===== config.mk =====
export PLATFORM = sky130hd
export DESIGN_NAME = llrkp_front
export DESIGN_NICKNAME = d
export VERILOG_FILES = /design/src/rtl/llrkp_pkg.sv /design/src/rtl/llrkp_front.sv
export SDC_FILE = /design/constraint.sdc
export NUM_CORES = 1
export LEC_CHECK = 0
export BUFFER_PORTS_ARGS = -buffer_cell sky130_fd_sc_hd__buf_2
export CAP_MARGIN = 20
export CORE_MARGIN = 3
export CORE_UTILIZATION = 60
export DETAILED_ROUTE_END_ITERATION = 8
export PLACE_DENSITY = 0.81
export SYNTH_ARGS = -nofsm -noshare
export SYNTH_HDL_FRONTEND = slang
export SYNTH_SLANG_ARGS = --single-unit

===== constraint.sdc =====
create_clock -name clk -period 7.8 [get_ports clk]
set_input_delay 0.39 -clock clk [delete_from_list [all_inputs] [get_ports clk]]
set_output_delay 0.39 -clock clk [all_outputs]
set_load 0.01 [all_outputs]

===== src/rtl/llrkp_pkg.sv =====
package llrkp_pkg;

  localparam int MaxElems = 4096;
  localparam int SampleW  = 16;
  localparam int FracBits = 10;
  localparam int IdxW     = $clog2(MaxElems);
  localparam int CntW     = IdxW + 1;
  localparam int CfgW     = 13;
  localparam int CfgIdxW  = 2;
  localparam int PrefW    = 2 * CfgW;
  localparam int SumW     = 28;
  localparam int ProdW    = SampleW + CntW;
  localparam int DivW     = ProdW + FracBits;
  localparam int QuotW    = SampleW + 1;
  localparam int QDepth   = 2;
  localparam int QPtrW    = $clog2(QDepth);
  localparam int QCntW    = $clog2(QDepth + 1);

  // register indexes
  localparam logic [CfgIdxW-1:0] CfgKnownRows = 2'd0;
  localparam logic [CfgIdxW-1:0] CfgNumCols   = 2'd1;
  localparam logic [CfgIdxW-1:0] CfgNormEn    = 2'd2;

  localparam logic OpLoad = 1'b0;
  localparam logic OpRead = 1'b1;

  localparam logic StatOk   = 1'b0;
  localparam logic StatMiss = 1'b1;

  // value of a known (bit 0) position: 2.0 in Q5.10
  localparam logic signed [SampleW-1:0] KnownLlr = SampleW'(2 ** (FracBits + 1));

  typedef struct packed {
    logic                      op;
    logic signed [SampleW-1:0] x;
    logic [SampleW-1:0]        mag;
    logic                      last;
    logic [IdxW-1:0]           idx;
  } cmd_t;

  typedef struct packed {
    logic [PrefW-1:0] prefix_len;
    logic             norm_en;
  } cfg_t;

  typedef struct packed {
    logic [QuotW-1:0] quot;
    logic             ovf;
  } div_res_t;

endpackage


===== src/rtl/llrkp_front.sv =====
module llrkp_front import llrkp_pkg::*; (
  input  logic                      clk,
  input  logic                      rst_n,
  input  logic                      in_push,
  output logic                      in_full,
  input  logic                      in_op,
  input  logic signed [SampleW-1:0] in_llr_in,
  input  logic                      in_last,
  input  logic [IdxW-1:0]           in_index,
  input  logic                      cfg_wr_en,
  input  logic [CfgIdxW-1:0]        cfg_index,
  input  logic [CfgW-1:0]           cfg_wdata,
  output cmd_t                      cmd,
  output logic                      cmd_valid,
  input  logic                      cmd_pop,
  output cfg_t                      cfg
);

  logic [CfgW-1:0]  known_rows_r;
  logic [CfgW-1:0]  num_cols_r;
  logic             norm_en_r;
  logic [PrefW-1:0] prefix_r;

  cmd_t             q_r [QDepth];
  logic [QPtrW-1:0] wptr_r;
  logic [QPtrW-1:0] rptr_r;
  logic [QCntW-1:0] cnt_r;
  logic [QCntW-1:0] cnt_nxt;

  logic             push_ok;
  logic             pop_ok;
  logic [SampleW-1:0] ux;
  cmd_t             new_cmd;

  always_ff @(posedge clk) begin
    if (!rst_n) begin
      known_rows_r <= '0;
      num_cols_r   <= CfgW'(1);
      norm_en_r    <= 1'b1;
    end else if (cfg_wr_en) begin
      unique case (cfg_index)
        CfgKnownRows: known_rows_r <= cfg_wdata;
        CfgNumCols:   num_cols_r   <= cfg_wdata;
        CfgNormEn:    norm_en_r    <= cfg_wdata[0];
        default: ;
      endcase
    end
  end

  always_ff @(posedge clk) begin
    if (!rst_n) begin
      prefix_r <= '0;
    end else begin
      prefix_r <= PrefW'(known_rows_r) * PrefW'(num_cols_r);
    end
  end

  assign cfg.prefix_len = prefix_r;
  assign cfg.norm_en    = norm_en_r;

  // classify: magnitude is taken here so the back end only adds it
  assign ux = in_llr_in;
  always_comb begin
    new_cmd.op   = in_op;
    new_cmd.x    = in_llr_in;
    new_cmd.mag  = ux[SampleW-1] ? (~ux + 1'b1) : ux;
    new_cmd.last = in_last;
    new_cmd.idx  = in_index;
  end

  assign in_full   = (cnt_r == QCntW'(QDepth));
  assign push_ok   = in_push && !in_full;
  assign cmd_valid = (cnt_r != '0);
  assign pop_ok    = cmd_pop && cmd_valid;
  assign cmd       = q_r[rptr_r];

  always_comb begin
    cnt_nxt = cnt_r;
    if (push_ok && !pop_ok) begin
      cnt_nxt = cnt_r + 1'b1;
    end else if (pop_ok && !push_ok) begin
      cnt_nxt = cnt_r - 1'b1;
    end
  end

  always_ff @(posedge clk) begin
    if (!rst_n) begin
      wptr_r <= '0;
      rptr_r <= '0;
      cnt_r  <= '0;
    end else begin
      cnt_r <= cnt_nxt;
      if (push_ok) begin
        wptr_r <= wptr_r + 1'b1;
      end
      if (pop_ok) begin
        rptr_r <= rptr_r + 1'b1;
      end
    end
  end

  always_ff @(posedge clk) begin
    if (push_ok) begin
      q_r[wptr_r] <= new_cmd;
    end
  end

`ifndef ASSERT_OFF
  a_cnt_range: assert property (@(posedge clk) disable iff (!rst_n)
    cnt_r <= QCntW'(QDepth))
    else $error("queue count out of range");

  a_ptr_gap: assert property (@(posedge clk) disable iff (!rst_n)
    (cnt_r == '0 || cnt_r == QCntW'(QDepth)) |-> (wptr_r == rptr_r))
    else $error("queue pointers disagree with count");

  a_full_hold: assert property (@(posedge clk) disable iff (!rst_n)
    (in_full && !cmd_pop) |=> in_full)
    else $error("queue lost an entry while full");
`endif

endmodule


# After elaboration in Yosys (flattened, before gate mapping)
# Memory sizes are Yosys's and may differ from the RTL's. A register that Yosys moved wholly into a read port is not among the register bits.
# Index checks and enable logic that the tools add are counted.
[classes]
n_eq_ne = 3
add_sub_neg = 5
n_mux = 7
n_reduce_logical = 13
n_mul = 1
n_bitwise = 1
[op_table]
columns = ["operator", "count"]
rows = [
  ["$mul A13 B13 Y26", 1],
  ["$add A16 B1 Y16 const B", 1],
  ["$mux W16", 1],
  ["$not A16 Y16", 1],
  ["$reduce_and A2 Y1", 3],
  ["$eq A2 B2 Y1 const B", 2],
  ["$logic_and A1 B1 Y1", 4],
  ["$mux W1", 4],
  ["$mux W2", 2],
  ["$reduce_bool A2 Y1", 2],
  ["$logic_not A1 Y1", 3],
  ["$add A1 B1 Y1 const B", 2],
  ["$add A2 B1 Y2 const B", 1],
  ["$eq A2 B1 Y1 const B", 1],
  ["$logic_not A2 Y1", 1],
  ["$sub A2 B1 Y2 const B", 1],
]
[word_totals]
ramBits = 92
regBits = 57
in_bits = 50
mem_count = 1
[mem_list]
columns = ["memory", "depth", "word_bits", "read_ports", "rd_ports_with_merged_regs", "wr", "line", "source"]
rows = [
  ["q_r", 2, 46, 1, 1, 1, "llrkp_front.sv:24", "cmd_t q_r [QDepth];"],
]

# Logic depth before layout (Yosys ltp)
# Gate-level depths: netlist (run 1).
[depth]
depth_word = 7
mapped_depth = 19
depth_no_buf = 18

# Worst setup path after synthesis (run 1)
# Ideal clock, no wire load.
[synth_path]
path_kind = "reg-to-reg"
startpoint = "register known_rows_r[7]"
endpoint = "register prefix_r[23]"
period_less_slack_ns = 5.232
slack_ns = 2.568
required_ns = 7.736
arrival_ns = 5.168
stages_incl_launch_ff = 17
setup_time_ns = 0.064
path_cell_list = "dfxtp_1 > clkbuf_1 > nand2_1 > fa_1 > inv_1 > fa_1 > fa_1 > fa_1 > inv_1 > fa_1 > inv_1 > ha_1 > nand2_2 > or4_1 > o211a_1 > or4b_1 > nand4_1"
[synth_via]
elab_chain_cells = 1
[synth_lines]
columns = ["element", "line", "source"]
rows = [
  ["start: declaration", "llrkp_front.sv:19", "logic [CfgW-1:0] known_rows_r;"],
  ["start signal: assignment", "llrkp_front.sv:42", "CfgKnownRows: known_rows_r <= cfg_wdata;"],
  ["$mul A13 B13 Y26", "llrkp_front.sv:54", "prefix_r <= PrefW'(known_rows_r) * PrefW'(num_cols_r);"],
  ["end signal: assignment", "llrkp_front.sv:54", ""],
  ["end: declaration", "llrkp_front.sv:22", "logic [PrefW-1:0] prefix_r;"],
]
# No other way between the ends.
# A chain may end at the register's enable or synchronous reset.

# Final worst setup path (run 1)
[layout_path]
startpoint = "register known_rows_r[7]"
endpoint = "register prefix_r[22]"
# The elaborated chain is that of the path after synthesis.

==> flow_metrics.tcl, run 1 <==
set metrics [dict create \
    globalplace.congestion 0.973 \
    ant_nets 0 \
    crit_arrival_ns 6.27 \
    layout_commonest_cell "inv_1" \
    drc 0 \
    hold_depth 1 \
    cts_tree "built" \
    io_buffers 124 \
    synthArstFlopShare 0 \
    core_area_um2 18000 \
    r2r_end "prefix_r[22]$_SDFF_PN0_" \
    die_h_um 142 \
    via_per_inst 5.33 \
    nFillCells 1323 \
    maxSlewViolCount 0 \
    hp-class "primary input to flop" \
    grt_overflow 0 \
    synthCells 1062 \
    antenna_found_initial 0 \
    tightest_slew_ns 1.08 \
    r2r_cells 17 \
    crit_fanout 14 \
    rsz0062_at_grt "no" \
    hold_end "q_r[0][5]$_DFFE_PP_" \
    yosysUniqueCellTypes 52 \
    finClkSkew_ns 0.0123 \
    worstSetupEndpointType "flop" \
    finalCriticalPeriod_ns 5.90 \
    ctsLongestPathBuffers 2 \
    outcome "completed" \
    drtPass1Iterations 6 \
    wirelength_um 23100 \
    startpoint_type "flop" \
    cts_resized 0 \
    synth.cell_area_um2 11100 \
    dieWidth_um 142 \
    diodes 0 \
    boundaryPins 125 \
    r2r_setup_slack_ns 1.90 \
    syn_to_final_growth_pct 12.3 \
    ys.warnings.count 0 \
    synth_edf_count 90 \
    dr_total_vias 7476 \
    yosysSeqAreaShare 0.349 \
    ir_drop_mv 0.298 \
    hpwl_um 16900 \
    insertion_delay_ns 0.44 \
    postCtsHoldBufs 0 \
    fmax_ghz 0.169 \
    cts_sinks 148 \
    num_rows 49 \
    cts_max_level 4 \
    drtIter0Drc 517 \
    cts_setup_buffers 0 \
    r2r-start "known_rows_r[7]$_SDFFE_PN0P_" \
    grt_max_degree 70 \
    worstHoldStart "in_index[5]" \
    cap_violations 0 \
    power_density_nw_per_um2 177 \
    path_class "flop to flop" \
    cts.clk_slew.worst_paths_ns 0.07 \
    ys_ff_latch 148 \
    setup_viol 0 \
    mostFrequentLayoutCells "inv_1 (185), nand2_1 (171), buf_2 (124), fa_1 (121), and2_1 (101)" \
    numCtsBuffers 17 \
    finalSetupTns_ns 0 \
    min_period_over_period 0.757 \
    synth_ff_type "edfxtp_1" \
    syn-num-nets 1306 \
    crit_required_ns 8.17 \
    die-area_um2 20100 \
    finalHoldViolCount 0 \
    fin_area_um2 12400 \
    routedWlPerCell_um 16.5 \
    grt_pass1_vias 7641 \
    start_util 0.615 \
    root_buffer "clkbuf_16" \
    layout-drive-gt1-share 0.183 \
    place_area_um2 11800 \
    num-nets-final 1405 \
    grt_usage 0.242 \
    relSlewSlack 0.278 \
    leakage_nw 5.85 \
    avgSynthCellArea_um2 10.4 \
    grt_first_pass_wirelength_um 38300 \
]
==> critical path, stage by stage (launching register included) <==
cell and delay (ns):
dfxtp_1 0.48, and2_1 0.28, fa_1 0.54, inv_1 0.05, fa_1 0.47, inv_1 0.05
fa_1 0.50, inv_1 0.05, fa_1 0.48, fa_1 0.48, inv_1 0.04, ha_1 0.34
a21oi_1 0.23, o221ai_1 0.22, a311oi_1 0.86, o31ai_1 0.28, a31oi_1 0.26, mux2i_1 0.19
==> metrics by stage <==
step | hold WS, ns | setup slack, ns | cells | total power [mW] | utilization
finish | 0.145 | 1.90 | 1403 | 2.20 | 0.690
global placement | 0.453 | 2.05 | 1370 | 1.39 | 0.655
floorplan | 0.446 | 2.57 | 1062 | 1.25 | -
detailed placement | 0.484 | 1.88 | 1370 | 1.40 | 0.655
CTS | 0.126 | 1.86 | 1402 | 2.22 | 0.689
global route | 0.120 | 1.56 | 1403 | 2.30 | 0.690
==> sequential cells by signal, summed over array words and instances (netlist names), named ones only <==
| register | count |
|---|---|
| cnt_r | 2 |
| known_rows_r | 13 |
| norm_en_r | 1 |
| num_cols_r | 13 |
| prefix_r | 26 |
| q_r | 90 |
| rptr_r | 1 |
| wptr_r | 1 |
==> synthesized netlist by cell type, drive strengths merged (2+ instances only) <==
| master | n | area, µm² |
|---|---|---|
| and3 | 4 | 26.3 |
| clkbuf | 44 | 179 |
| a31oi | 4 | 40.0 |
| buf | 2 | 15.0 |
| o21ai | 13 | 65.1 |
| nor2 | 12 | 45.0 |
| or3b | 3 | 26.3 |
| a21o | 5 | 37.5 |
| mux2i | 6 | 60.1 |
| nand2 | 172 | 648 |
| fa | 121 | 2420 |
| dfxtp | 58 | 1160 |
| nand4 | 6 | 37.5 |
| ha | 73 | 913 |
| a211oi | 2 | 15.0 |
| nand2b | 8 | 50.1 |
| o31ai | 3 | 22.5 |
| inv | 185 | 694 |
| a21boi | 26 | 195 |
| edfxtp | 90 | 2700 |
| a21oi | 15 | 75.1 |
| nand3 | 7 | 35.0 |
| or3 | 2 | 12.5 |
| nand3b | 3 | 22.5 |
| xor2 | 7 | 61.3 |
| o21a | 3 | 22.5 |
| xnor2 | 24 | 210 |
| and2 | 101 | 632 |
| nor3 | 2 | 10.0 |
| mux2 | 45 | 507 |
==> power breakdown <==
| part | internal, mW | switching (mW) | total, mW |
|---|---|---|---|
| registers | 0.920 | 0.0683 | 0.988 |
| clock network | 0.434 | 0.377 | 0.811 |
| logic | 0.196 | 0.205 | 0.401 |
==> how the worst max path moves through the flow <==
stage / to / from / cells after the start / slack [ns]
after floorplan: prefix_r[23]$_SDFF_PN0_ / known_rows_r[7]$_SDFFE_PN0P_ / 16 / 2.57
after global routing: prefix_r[24]$_SDFF_PN0_ / known_rows_r[7]$_SDFFE_PN0P_ / 17 / 1.56
after CTS: prefix_r[24]$_SDFF_PN0_ / known_rows_r[7]$_SDFFE_PN0P_ / 17 / 1.86
after global placement: prefix_r[24]$_SDFF_PN0_ / known_rows_r[7]$_SDFFE_PN0P_ / 17 / 2.05
final: prefix_r[22]$_SDFF_PN0_ / known_rows_r[7]$_SDFFE_PN0P_ / 17 / 1.90
after detailed placement: prefix_r[22]$_SDFF_PN0_ / known_rows_r[7]$_SDFFE_PN0P_ / 17 / 1.88
==> cell type report <==
| type | instances | area (µm²) | area share |
|---|---|---|---|
| multi-input cells | 683 | 6340 | 0.510 |
| flip-flops and latches | 148 | 3860 | 0.311 |
| inverters | 185 | 694 | 0.0558 |
| repair buffers | 126 | 648 | 0.0521 |
| clock buffers | 17 | 425 | 0.0342 |
| well taps | 229 | 287 | 0.0230 |
| clock inverters | 15 | 179 | 0.0144 |
==> metal layers <==
layer	routed length (µm)	vias to the layer above	global-route usage
li1	-	3544	-
met1	9860	3665	0.330
met2	11500	225	0.395
met3	1280	42	0.0458
met4	467	0	0.0773
met5	0	-	0
==> logic make-up after synthesis <==
| group | synth area share |
|---|---|
| and+or+nand+nor | 0.145 |
| buffers and inverters | 0.0802 |
| adders and majority gates | 0.301 |
| DFF | 0.349 |
| AOI/OAI and AO/OA | 0.0491 |
| muxes | 0.0512 |
| xor gates and xnor gates | 0.0245 |
(Power assumes the default switching activity.)
==> run 2, diff against run 1 <==
Clock period 7.8 ns to 5.55 ns, I/O delays scaled along.
==> run 2 against run 1 <==
Compared with the run above:
- power grew 40%
- sequential power grew 40%
- clock skew shrank 0.0053 ns
- flip-flop and latch count is the same
- via count grew 3.4%
==> flow_metrics.tcl, run 2 (synthesized netlist as in run 1, its figures left out) <==
set metrics [dict create \
    outcome "completed" \
    syn_to_final_growth_pct 14.4 \
    worstSetupEndpointType "flop" \
    boundaryPins 125 \
    crit_required_ns 5.91 \
    num-nets-final 1433 \
    layout_commonest_cell "inv_1" \
    switching_share 0.295 \
    dieWidth_um 142 \
    mostFrequentLayoutCells "inv_1 (185), nand2_1 (171), buf_2 (124), fa_1 (121), and2_1 (101)" \
    diodes 0 \
    ctsLongestPathBuffers 2 \
    leakage_nw 5.98 \
    hpwl_um 17900 \
    final_core_util 0.703 \
    ant_nets 0 \
    min_period_over_period 0.973 \
    cap_violations 0 \
    finClkSkew_ns 0.00694 \
    pwr-share-seq 0.448 \
    crit_path_cell_trace "and2_1 > fa_1 > inv_1 > fa_1 > inv_1 > fa_1 > inv_1 > fa_1 > fa_1 > inv_1 > ha_1 > nand3_1 > o211ai_1 > buf_4 > a31oi_4 > o211a_4 > or4b_1 > nand4_1" \
    p_switching_mw 0.911 \
    via_per_inst 5.40 \
    drtPass1Iterations 5 \
    io_buffers 124 \
    finalHoldViolCount 0 \
    grt_overflow 0 \
    grt_pass1_vias 8222 \
    ir_drop_mv 0.280 \
    tightest_slew_ns 1.07 \
    largest-register "q_r" \
    setup_viol 0 \
    finalCriticalPeriod_ns 5.40 \
    die-area_um2 20100 \
    reg_top3 "q_r: 90 flops, prefix_r: 26 flops" \
    cts_max_level 4 \
    globalplace.congestion 0.853 \
    cts_sinks 148 \
    routedWlPerCell_um 16.7 \
    p_comb_frac 0.190 \
    drc 0 \
    grt_max_degree 70 \
    num_rows 49 \
    path_class "flop to flop" \
    dr_total_vias 7728 \
    numCtsBuffers 17 \
    relSlewSlack 0.284 \
    start_util 0.615 \
    postCtsHoldBufs 0 \
    cts.clk_slew.worst_paths_ns 0.07 \
    cp_slowest_cell "fa_1" \
    wirelength_um 23900 \
    largest_reg_flops 90 \
    insertion_delay_ns 0.42 \
    critPathMaxStageDelay_ns 0.53 \
    crit_fanout 14 \
    power_density_nw_per_um2 244 \
    hp-class "primary input to flop" \
    startpoint_type "flop" \
    maxSlewViolCount 0 \
    antenna_found_initial 0 \
    crit_arrival_ns 5.76 \
    pwr-share-clk 0.361 \
    grt_first_pass_wirelength_um 39400 \
    cts_tree "built" \
    whs_ns 0.0414 \
    crit_top_cell "fa_1" \
    grt_usage 0.247 \
    p_int_mw 2.18 \
    fmax_ghz 0.185 \
    drtIter0Drc 388 \
    layout-drive-gt1-share 0.219 \
    core_area_um2 18000 \
    die_h_um 142 \
    root_buffer "clkbuf_16" \
]
[run 2: repair_timing]
| action | CTS | global route |
|---|---|---|
| setup buffers | 0 | 2 |
| gates resized for setup | 0 | 23 |
| endpoints found under the setup margin | 0 | 7 |
[run 2: layout make-up]
type,instances,area [µm²]
multi-input cells,683,6360
clock inverters,15,159
flip-flops and latches,148,3890
repair buffers,154,858
fillers,1304,5350
inverters,185,694
clock buffers,17,425
well taps,229,287
[run 2: power groups by stage]
stage / Sequential, mW / Clock, mW / Combinational, mW
final: 1.38 / 1.12 / 0.587
after global routing: 1.40 / 1.18 / 0.638
after CTS: 1.39 / 1.13 / 0.587
after detailed placement: 1.41 / 0 / 0.580
after global placement: 1.40 / 0 / 0.567
after floorplan: 1.35 / 0 / 0.409
[run 2: worst max-delay path, delay by kind of cell, from the launching register on]
family          cells  cell delay [ns]
compound gates      3             0.74
buf+inv             5             0.41
simple gates        4             0.90
fa+ha+maj           6             2.88
flops               1             0.40
[run 2: layer usage]
layer,global-route usage,part of all wire,up-vias
li1,-,-,3601
met1,0.318,0.41,3814
met2,0.426,0.51,253
met3,0.0334,0.050,60
met4,0.0960,0.030,0
met5,0,0,-
[run 2: stage by stage]
| stage | TNS [ns] | instances | instance area (µm²) | total power, mW | setup slack [ns] |
|---|---|---|---|---|---|
| floorplan | 0 | 1062 | 11100 | 1.76 | 0.318 |
| global placement | 0 | 1396 | 12000 | 1.97 | 0.157 |
| detailed placement | 0 | 1396 | 12000 | 1.99 | 0.0398 |
| CTS | 0 | 1428 | 12600 | 3.10 | 0.0295 |
| global route | -0.00296 | 1431 | 12700 | 3.21 | -0.00296 |
| finish | 0 | 1431 | 12700 | 3.09 | 0.152 |
[run 2: worst paths after layout]
check,slack (ns),cells past startpoint,endpoint,from
setup reg to reg,0.15,18,prefix_r[23]$_SDFF_PN0_,known_rows_r[7]$_SDFFE_PN0P_
setup / recovery,0.15,18,prefix_r[23]$_SDFF_PN0_,known_rows_r[7]$_SDFFE_PN0P_
hold reg to reg,0.48,2,norm_en_r$_SDFFE_PN1P_,norm_en_r$_SDFFE_PN1P_
hold / removal,0.04,1,q_r[1][6]$_DFFE_PP_,in_index[6]
